[config.mk]
export PLATFORM = sky130hd
export DESIGN_NAME = sawd_ctrl
export DESIGN_NICKNAME = d
export VERILOG_FILES = /design/src/sv/sawd_pkg.sv /design/src/sv/sawd_ctrl.sv
export SDC_FILE = /design/constraint.sdc
export NUM_CORES = 1
export LEC_CHECK = 0
export BUFFER_PORTS_ARGS = -buffer_cell sky130_fd_sc_hd__buf_2
export CORE_AREA = 2 2 39 41
export CTS_BUF_LIST = sky130_fd_sc_hd__clkbuf_16
export DETAILED_ROUTE_END_ITERATION = 6
export DIE_AREA = 0 0 41 43
export PLACE_DENSITY = 0.47
export SYNTH_ARGS = -nofsm -noshare
export SYNTH_HDL_FRONTEND = slang
export SYNTH_SLANG_ARGS = --single-unit
[constraint.sdc]
create_clock -name clk -period 1.1 [get_ports clk]
set_input_delay 0.165 -clock clk [delete_from_list [all_inputs] [get_ports clk]]
set_output_delay 0.165 -clock clk [all_outputs]
set_load 0.02 [all_outputs]
[src/sv/sawd_pkg.sv]
`default_nettype none
// ----------------------------------------------------------------------------
// sawd_pkg
// Shared codes, defaults and controller/datapath interface types for the
// stack with adjacent duplicate removal.
// ----------------------------------------------------------------------------
package sawd_pkg;

	localparam int DEF_STACK_DEPTH = 256;
	localparam int DEF_KEY_BITS    = 31;
	localparam int KIND_BITS       = 2;
	localparam int STATUS_BITS     = 2;
	localparam int COUNT_BITS      = 9;

	typedef enum logic [KIND_BITS-1:0] {
		CMD_PUSH    = 2'd0,
		CMD_POP     = 2'd1,
		CMD_COMPACT = 2'd2,
		CMD_NOP     = 2'd3
	} cmd_t;

	typedef enum logic [STATUS_BITS-1:0] {
		ST_OK    = 2'd0,
		ST_EMPTY = 2'd1,
		ST_FULL  = 2'd2
	} status_t;

	typedef enum logic [1:0] {
		S_IDLE,
		S_POP,
		S_CMP,
		S_FIN
	} state_t;

	// controller -> datapath
	typedef struct packed {
		logic    do_push;
		logic    do_pop;
		logic    cmp_start;
		logic    cmp_step;
		logic    out_load;
		logic    use_rdata;
		status_t status;
	} dp_cmd_t;

	// datapath -> controller
	typedef struct packed {
		logic empty;
		logic full;
		logic short_stack;
		logic cmp_last;
	} dp_sts_t;

endpackage : sawd_pkg
`default_nettype wire

[src/sv/sawd_ctrl.sv]
`default_nettype none
// ----------------------------------------------------------------------------
// sawd_ctrl
// Command sequencer: decodes accepted words, steps the compact walk and
// owns the result valid flag.
// ----------------------------------------------------------------------------
module sawd_ctrl (
	input  wire logic                                  clk,
	input  wire logic                                  arst_n,
	input  wire logic                                  in_valid,
	input  wire logic [sawd_pkg::KIND_BITS-1:0]        kind,
	output logic                                       in_stall,
	output logic                                       out_valid,
	input  wire logic                                  out_stall,
	input  wire sawd_pkg::dp_sts_t                     sts,
	output sawd_pkg::dp_cmd_t                          cmd
);

	sawd_pkg::state_t state_q;
	sawd_pkg::state_t state_d;
	sawd_pkg::cmd_t   kind_c;
	logic             out_valid_q;
	logic             out_free;
	logic             accept;

	assign kind_c   = sawd_pkg::cmd_t'(kind);
	assign out_free = !out_valid_q || !out_stall;
	assign in_stall = (state_q != sawd_pkg::S_IDLE) || !out_free;
	assign accept   = in_valid && !in_stall;

	// next state
	always_comb begin
		state_d = state_q;
		unique case (state_q)
			sawd_pkg::S_IDLE: begin
				if (accept) begin
					if (kind_c == sawd_pkg::CMD_POP && !sts.empty) begin
						state_d = sawd_pkg::S_POP;
					end else if (kind_c == sawd_pkg::CMD_COMPACT && !sts.short_stack) begin
						state_d = sawd_pkg::S_CMP;
					end
				end
			end
			sawd_pkg::S_POP: begin
				if (out_free) begin
					state_d = sawd_pkg::S_IDLE;
				end
			end
			sawd_pkg::S_CMP: begin
				if (sts.cmp_last) begin
					state_d = sawd_pkg::S_FIN;
				end
			end
			sawd_pkg::S_FIN: begin
				if (out_free) begin
					state_d = sawd_pkg::S_IDLE;
				end
			end
			default: state_d = sawd_pkg::S_IDLE;
		endcase
	end

	// commands
	always_comb begin
		cmd = '0;
		cmd.status = sawd_pkg::ST_OK;
		unique case (state_q)
			sawd_pkg::S_IDLE: begin
				if (accept) begin
					unique case (kind_c)
						sawd_pkg::CMD_PUSH: begin
							cmd.out_load = 1'b1;
							if (sts.full) begin
								cmd.status = sawd_pkg::ST_FULL;
							end else begin
								cmd.do_push = 1'b1;
							end
						end
						sawd_pkg::CMD_POP: begin
							if (sts.empty) begin
								cmd.out_load = 1'b1;
								cmd.status   = sawd_pkg::ST_EMPTY;
							end else begin
								cmd.do_pop = 1'b1;
							end
						end
						sawd_pkg::CMD_COMPACT: begin
							if (sts.short_stack) begin
								cmd.out_load = 1'b1;
							end else begin
								cmd.cmp_start = 1'b1;
							end
						end
						sawd_pkg::CMD_NOP: begin
							cmd.out_load = 1'b1;
						end
						default: cmd.out_load = 1'b1;
					endcase
				end
			end
			sawd_pkg::S_POP: begin
				cmd.out_load  = out_free;
				cmd.use_rdata = 1'b1;
			end
			sawd_pkg::S_CMP: begin
				cmd.cmp_step = 1'b1;
			end
			sawd_pkg::S_FIN: begin
				cmd.out_load = out_free;
			end
			default: cmd = '0;
		endcase
	end

	always_ff @(posedge clk or negedge arst_n) begin
		if (!arst_n) begin
			state_q     <= sawd_pkg::S_IDLE;
			out_valid_q <= 1'b0;
		end else begin
			state_q     <= state_d;
			out_valid_q <= cmd.out_load || (out_valid_q && out_stall);
		end
	end

	assign out_valid = out_valid_q;

`ifndef SYNTHESIS
	// never overwrite a result that is still held
	a_no_overwrite: assert property (@(posedge clk) disable iff (!arst_n)
		cmd.out_load |-> (!out_valid_q || !out_stall))
		else $error("result overwritten while stalled");

	// an accepted pop on a non-empty stack enters the read wait state in the next cycle
	a_pop_wait: assert property (@(posedge clk) disable iff (!arst_n)
		(accept && kind_c == sawd_pkg::CMD_POP && !sts.empty) |=>
		(state_q == sawd_pkg::S_POP))
		else $error("pop did not enter read wait");

	// hold the input while a command is in flight
	a_busy_stall: assert property (@(posedge clk) disable iff (!arst_n)
		(state_q != sawd_pkg::S_IDLE) |-> in_stall)
		else $error("input open while busy");
`endif

endmodule : sawd_ctrl
`default_nettype wire

Word-level counts from Yosys, hierarchy flattened
Index checks and enable logic that the tools add are counted.
{"block": "classes", "add_sub_neg": 0, "multipliers": 0, "div": 0, "magnitude_cmp": 0, "eq_ne": 10, "shifts": 0, "n_mux": 26, "bitwise_logic": 0, "reduce_logical": 19}
{"op": "$mux W2", "n": 8}
{"op": "$mux W1", "n": 12}
{"op": "$eq A2 B2 Y1 const B", "n": 4}
{"op": "$logic_not A1 Y1", "n": 6}
{"op": "$mux W3", "n": 2}
{"op": "$pmux W2 S3", "n": 1}
{"op": "$eq A2 B1 Y1 const B", "n": 2}
{"op": "$logic_and A1 B1 Y1", "n": 4}
{"op": "$logic_not A2 Y1", "n": 2}
{"op": "$ne A2 B2 Y1 const B", "n": 2}
{"op": "$pmux W2 S2", "n": 1}
{"op": "$reduce_and A4 Y1", "n": 1}
{"op": "$reduce_or A2 Y1", "n": 2}
{"op": "$logic_or A1 B1 Y1", "n": 3}
{"op": "$ne A3 B3 Y1 const B", "n": 1}
{"op": "$pmux W1 S3", "n": 1}
{"op": "$ne A2 B1 Y1 const B", "n": 1}
{"op": "$pmux W1 S2", "n": 1}
{"op": "$reduce_bool A2 Y1", "n": 1}
{"block": "totals", "regBits": 3, "latch_bits": 0, "ramBits": 0, "rom_bits": 0, "inputBits": 10, "n_memories": 0}

Logic depth before layout (Yosys ltp)
Gate-level depths: netlist of the first run.
{"block": "depth", "ltp_word": 9, "ltp_mapped": 5, "depth_no_buf": 5}

Least setup slack after synthesis of the first run
OpenSTA, ideal clock, no wires.
{"block": "synth_timing", "path_type": "register -> output", "start": "register out_valid_q, in the netlist out_valid", "end": "output port cmd[5] in the netlist's numbering", "t_arrival_ps": 1342, "required_ps": 935, "slack_ps": -407, "path_stages_with_launch": 4, "cell_sequence": "dfrtp_1 > nand2_1 > nand3_2 > nor3b_1"}
{"item": "from (decl)", "line_no": "sawd_ctrl.sv:22", "rtl": "logic out_valid_q;"}
{"item": "from (signal assigned)", "line_no": "sawd_ctrl.sv:121", "rtl": "out_valid_q <= cmd.out_load || (out_valid_q && out_stall);"}
{"item": "to (decl)", "line_no": "sawd_ctrl.sv:16", "rtl": "output sawd_pkg::dp_cmd_t cmd"}

==> results.cfg, run 1 <==
[run_status]
run_status = finished with violations
failed_checks = setup timing

[synth]
synth_cells = 36
synth_top_area_cell = dfrtp_1
yosysWarnings = 0
synth_seq_cells = 3
synth_area_per_cell_um2 = 8.24
yosysSeqAreaShare_pct = 25.3
syn_nets = 50
synthTopCellsByArea = dfrtp_1, ha_1, a21oi_1
synth_top_area_share_pct = 25.3
synthDistinctLibCells = 20
netlist_area_um2 = 297

[placement]
place_ws_ns = -0.269
portBuffers = 19
place.gp.congestion = 0.690
hpwl_um = 638

[timing]
rsz0062_at_grt = yes
tightest_slew_ns = 0.304
tns_ns = -2.95
final.min_clock_period_ns = 1.45
setup_slack_ns = -0.352
fin_crit_sh_pct = 132
fmax_ghz = 0.689
slew_violations = 0
setup_viol = 10
final.setup_skew_ns = 0.000713
hold_viol_final = 0
relSlewSlack_pct = 79.5

[floorplan]
rows = 14
die_area_mm2 = 0.00176
start_util_pct = 21.4
ios = 20
die_h_um = 43
die_w_um = 41
core_area_mm2 = 0.00138

[setup_path]
critPathBufInv = 4
slowest_stage = dfrtp_1
crit_top_cell = buf_6
crit_chain = buf_4 -> buf_6 -> buf_6 -> and2b_2 -> buf_6
end_kind = output pin
crit_family = buffers and inverters
cp_max_fo = 5
max_stage_delay_ns = 0.39
crit_required_ns = 0.94
crit_arrival_ns = 1.29
critPathLaunchType = register
critPathKind = register to output pin

[flow_run]
maxCapViolCount = 0

[final_layout]
num_antenna_cells = 0
num-nets-final = 87
fillers = 129
syn2layout_area_growth_pct = 142
regArea_um2 = 76.3
multi_input_area_um2 = 273
drive_gt1_share_pct = 65.3
fin_util_pct = 51.9

[drt]
drc_errors = 0
wl_per_cell_um = 10.4
antenna_left = 0
via_per_inst = 4.24
drt_wl_total_um = 917
dr.pass1.iters = 4
vias = 373
drt_iter0_drc = 1

[cts]
cts_root_buf = clkbuf_16
path_clk_slew_ns = 0.03
clkLatencyLatePin_ns = 0.22
clk_path_buf_depth = 2
cts_sinks = 3
numCtsBuffers = 3
h-tree-depth = 1
cts_tree = yes

[grt]
grt.total_usage_pct = 11.7
grt_max_degree = 8
antenna_found_initial = 0
grt_pass1_wl_um = 1350
grt_overflow = 0
grt_pass1_vias = 358

[min_path]
holdCritPathClass = input port to register

[power_and_ir_drop]
peakVddDrop_mv = 0.804
report.power.total_mw = 1.70
p_leak_nw = 0.372
pwr_density_cell_mw_per_mm2 = 2360
-- cell usage after synthesis (all sizes together) --
cell type  count
dfrtp          3
a21bo          1
o21ai          2
nor2           3
nor2b          1
ha             4
and2b          1
a221oi         1
inv            4
a31oi          1
nand2          4
and3b          1
nor4bb         1
nand2b         1
nand3          1
a21oi          3
mux2i          1
nor3b          1
nor3           2
-- per-layer routing --
| layer | up-vias | GRT usage, % | share of wire (%) |
|---|---|---|---|
| met5 | - | 0 | 0 |
| met4 | 0 | 10.0 | 0 |
| met3 | 0 | 1.57 | 3.4 |
| met2 | 10 | 20.3 | 60 |
| met1 | 167 | 10.9 | 37 |
| li1 | 196 | - | - |
-- worst paths after layout --
check                                             from                      to  cells past startpoint  slack, ns
max in group asynchronous                       arst_n     out_valid$_DFF_PN0_                      2       0.72
min in group asynchronous                       arst_n  state_q[0]$_DFFE_PN0P_                      2       0.27
worst max register to register  state_q[1]$_DFFE_PN0P_  state_q[0]$_DFFE_PN0P_                      6      -0.35
worst max-delay path            state_q[1]$_DFFE_PN0P_                  cmd[2]                      5      -0.35
worst min register to register     out_valid$_DFF_PN0_     out_valid$_DFF_PN0_                      3       0.64
worst min-delay path                         out_stall     out_valid$_DFF_PN0_                      3       0.21
-- report_power, final --
| part | switching [mW] | internal (mW) |
|---|---|---|
| registers | 0.0495 | 0.163 |
| logic | 0.443 | 0.473 |
| clock network | 0.100 | 0.469 |
| total | 0.593 | 1.10 |
-- sequential cells by signal, indices dropped and copies added, names as in the netlist --
signal	flops
out_valid	1
state_q	2
-- stage by stage --
step / instance area [um^2] / hold WS, ns / cells
6_report: 718 / 0.213 / 88
5_1_grt: 718 / 0.229 / 88
4_1_cts: 693 / 0.218 / 87
3_5_place_dp: 531 / -0.0376 / 79
3_3_place_gp: 531 / -0.0363 / 79
2_1_floorplan: 355 / -0.131 / 36
-- logic make-up after synthesis --
| family | share of synthesized area (%) |
|---|---|
| AOI/OAI and AO/OA | 16.9 |
| and+or+nand+nor | 32.5 |
| adders and majority gates | 16.9 |
| muxes | 3.38 |
| buffers and inverters | 5.06 |
| DFF | 25.3 |
-- worst reg2reg max path, cell delays in order, from the launching register on --
cell and delay, ns:
dfrtp_1 0.39, buf_4 0.15, buf_6 0.10, buf_6 0.11
nor4bb_1 0.31, a221oi_1 0.13, a21oi_1 0.16
-- layout by cell type (no fill, tap or decap), types with 2 or more instances in the layout --
cell type	n
clkbuf_16	3
inv_1	5
dfrtp_1	2
buf_6	10
nand2_1	3
buf_2	10
ha_1	4
nor3_4	2
nor2_2	2
a21oi_1	3
buf_4	11
-- area by class of cell --
| type | count | share of cell area (%) |
|---|---|---|
| multi-input cells | 29 | 38.0 |
| clock buffers | 3 | 10.5 |
| repair buffers | 32 | 35.5 |
| clock inverters | 1 | 0.523 |
| well taps | 16 | 2.79 |
| flip-flops and latches | 3 | 10.6 |
| inverters | 4 | 2.09 |
-- timing repair --
item                                    CTS  global route
pin swaps                                 7             3
resized for setup                        16             6
endpoints found under the setup margin   10            11
buffers inserted                          3             2
hold buffers                              1             0
endpoints found under the hold margin     3             0
Power figures use the tool's default switching activity.
==> run 2, diff against run 1 <==
Settings changed: PLACE_DENSITY 0.47 to default.
==> run 2 against run 1 <==
The run still ends with setup timing left. Utilization decreased by 0.36 points. Non-clock buffer count unchanged. Flip-flop and latch count unchanged. First-iteration DRC count unchanged. Clock skew about the same. Worst setup slack improved by 0.0053 ns. Worst hold slack improved by 0.014 ns. Critical path depth decreased by 1. Count of clock-buffer cells in the layout unchanged. Sequential power about the same. Routed wire length decreased by 5.2%. Sequential share of layout area increased by 0.075 points. Highest routed layer is now met4.
==> results.cfg, run 2 (synthesized netlist as in run 1, its figures left out) <==
[run_status]
run_status = finished with violations
failed_checks = setup timing

[timing]
holdWs_ns = 0.227
tightest_slew_ns = 0.236
rsz0062_at_grt = yes
setup_slack_ns = -0.347
relSlewSlack_pct = 83.8
final.setup_skew_ns = 0.00117
slew_violations = 0
fin_crit_sh_pct = 132
tns_ns = -2.50
fmax_ghz = 0.691
final.min_clock_period_ns = 1.45
hold_viol_final = 0
setup_viol = 10

[floorplan]
start_util_pct = 21.4
core_area_mm2 = 0.00138
rows = 14
ios = 20
die_w_um = 41
die_h_um = 43
die_area_mm2 = 0.00176

[setup_path]
cp_max_fo = 7
max_stage_delay_ns = 0.39
critPathBufInv = 1
critPathKind = register to output pin
r2r_slack_ns = -0.01
critPathLaunchType = register
crit_family = simple AND/OR/NAND/NOR gates
end_kind = output pin
crit_arrival_ns = 1.28
slowest_stage = dfrtp_1
crit_required_ns = 0.94
crit_chain = nor2_4 -> nand3_4 -> nor3b_4 -> buf_6

[placement]
place.gp.congestion = 0.665
placedCellCount = 80
hpwl_um = 680
dpl-instance-area_um2 = 538
place_ws_ns = -0.274
portBuffers = 19

[final_layout]
largest_reg_flops = 2
num-nets-final = 87
final_common_cell = buf_4
top_register = state_q
fin_area_um2 = 713
drive_gt1_share_pct = 65.3
mostFrequentLayoutCells = buf_4, buf_2, buf_6
num_antenna_cells = 0
fin_util_pct = 51.5
final_cells = 88
fillers = 139
syn2layout_area_growth_pct = 141

[drt]
antenna_left = 0
wl_per_cell_um = 9.88
via_per_inst = 4.43
drt_wl_total_um = 869
vias = 390
dr.pass1.iters = 2
drc_errors = 0
drt_iter0_drc = 1

[grt]
antenna_found_initial = 0
grt.total_usage_pct = 11.7
grt_overflow = 0
grt_max_degree = 8
grt_pass1_vias = 353
grt_pass1_wl_um = 1360

[power_and_ir_drop]
report.power.total_mw = 1.73
pwr_density_cell_mw_per_mm2 = 2420
peakVddDrop_mv = 0.627
p_leak_nw = 0.371

[cts]
cts_sinks = 3
cts_root_buf = clkbuf_16
clk_path_buf_depth = 2
h-tree-depth = 1
path_clk_slew_ns = 0.03
cts_tree = yes
clkLatencyLatePin_ns = 0.22
numCtsBuffers = 3

[min_path]
holdCritPathClass = input port to register

[flow_run]
maxCapViolCount = 0
==> run 2: cell count changes in the layout (fill, tap and decap cells not counted) <==
cell,delta
nand2_2,+1
nand2_1,-1
buf_6,-1
mux2i_1,+1
buf_4,+1
mux2i_2,-1
==> run 2: path summary, 6_finish.rpt <==
check	start	depth (start not counted)	endpoint
worst max-delay path	state_q[1]$_DFFE_PN0P_	4	cmd[5]
worst min-delay path	out_stall	3	out_valid$_DFF_PN0_
worst max register to register	state_q[1]$_DFFE_PN0P_	4	state_q[0]$_DFFE_PN0P_
worst min register to register	out_valid$_DFF_PN0_	3	out_valid$_DFF_PN0_
max in group asynchronous	arst_n	2	out_valid$_DFF_PN0_
min in group asynchronous	arst_n	2	state_q[1]$_DFFE_PN0P_
==> run 2: final cells by class <==
| type | instances | area, um^2 | share of cell area [%] |
|---|---|---|---|
| clock buffers | 3 | 75.1 | 10.5 |
| flip-flops and latches | 3 | 76.3 | 10.7 |
| repair buffers | 32 | 251 | 35.3 |
| well taps | 16 | 20.0 | 2.81 |
| inverters | 4 | 15.0 | 2.11 |
| clock inverters | 1 | 3.75 | 0.526 |
| multi-input cells | 29 | 272 | 38.1 |
==> run 2: metal layers <==
metal	vias up	GRT usage (%)	wire length, um
li1	196	-	-
met1	182	10.6	319
met2	10	20.3	478
met3	2	3.14	56
met4	0	8.00	15
met5	-	0	0
==> run 2: worst min-delay path: cells and delay by family <==
| kind | cells | cell delay [ns] |
|---|---|---|
| compound gates | 2 | 0.12 |
| buf+inv | 1 | 0.11 |
==> run 2: report_power, final <==
group | total [mW] | switching (mW) | internal, mW
sequential | 0.209 | 0.0465 | 0.163
combinational | 0.953 | 0.448 | 0.505
clock | 0.565 | 0.0965 | 0.469
==> run 2: timing repair <==
action | in CTS | in global routing
setup buffers | 2 | 3
endpoints found under the setup margin | 9 | 10
endpoints found under the hold margin | 3 | 0
pin swaps | 5 | 2
gates resized for setup | 15 | 5
hold buffers | 1 | 0
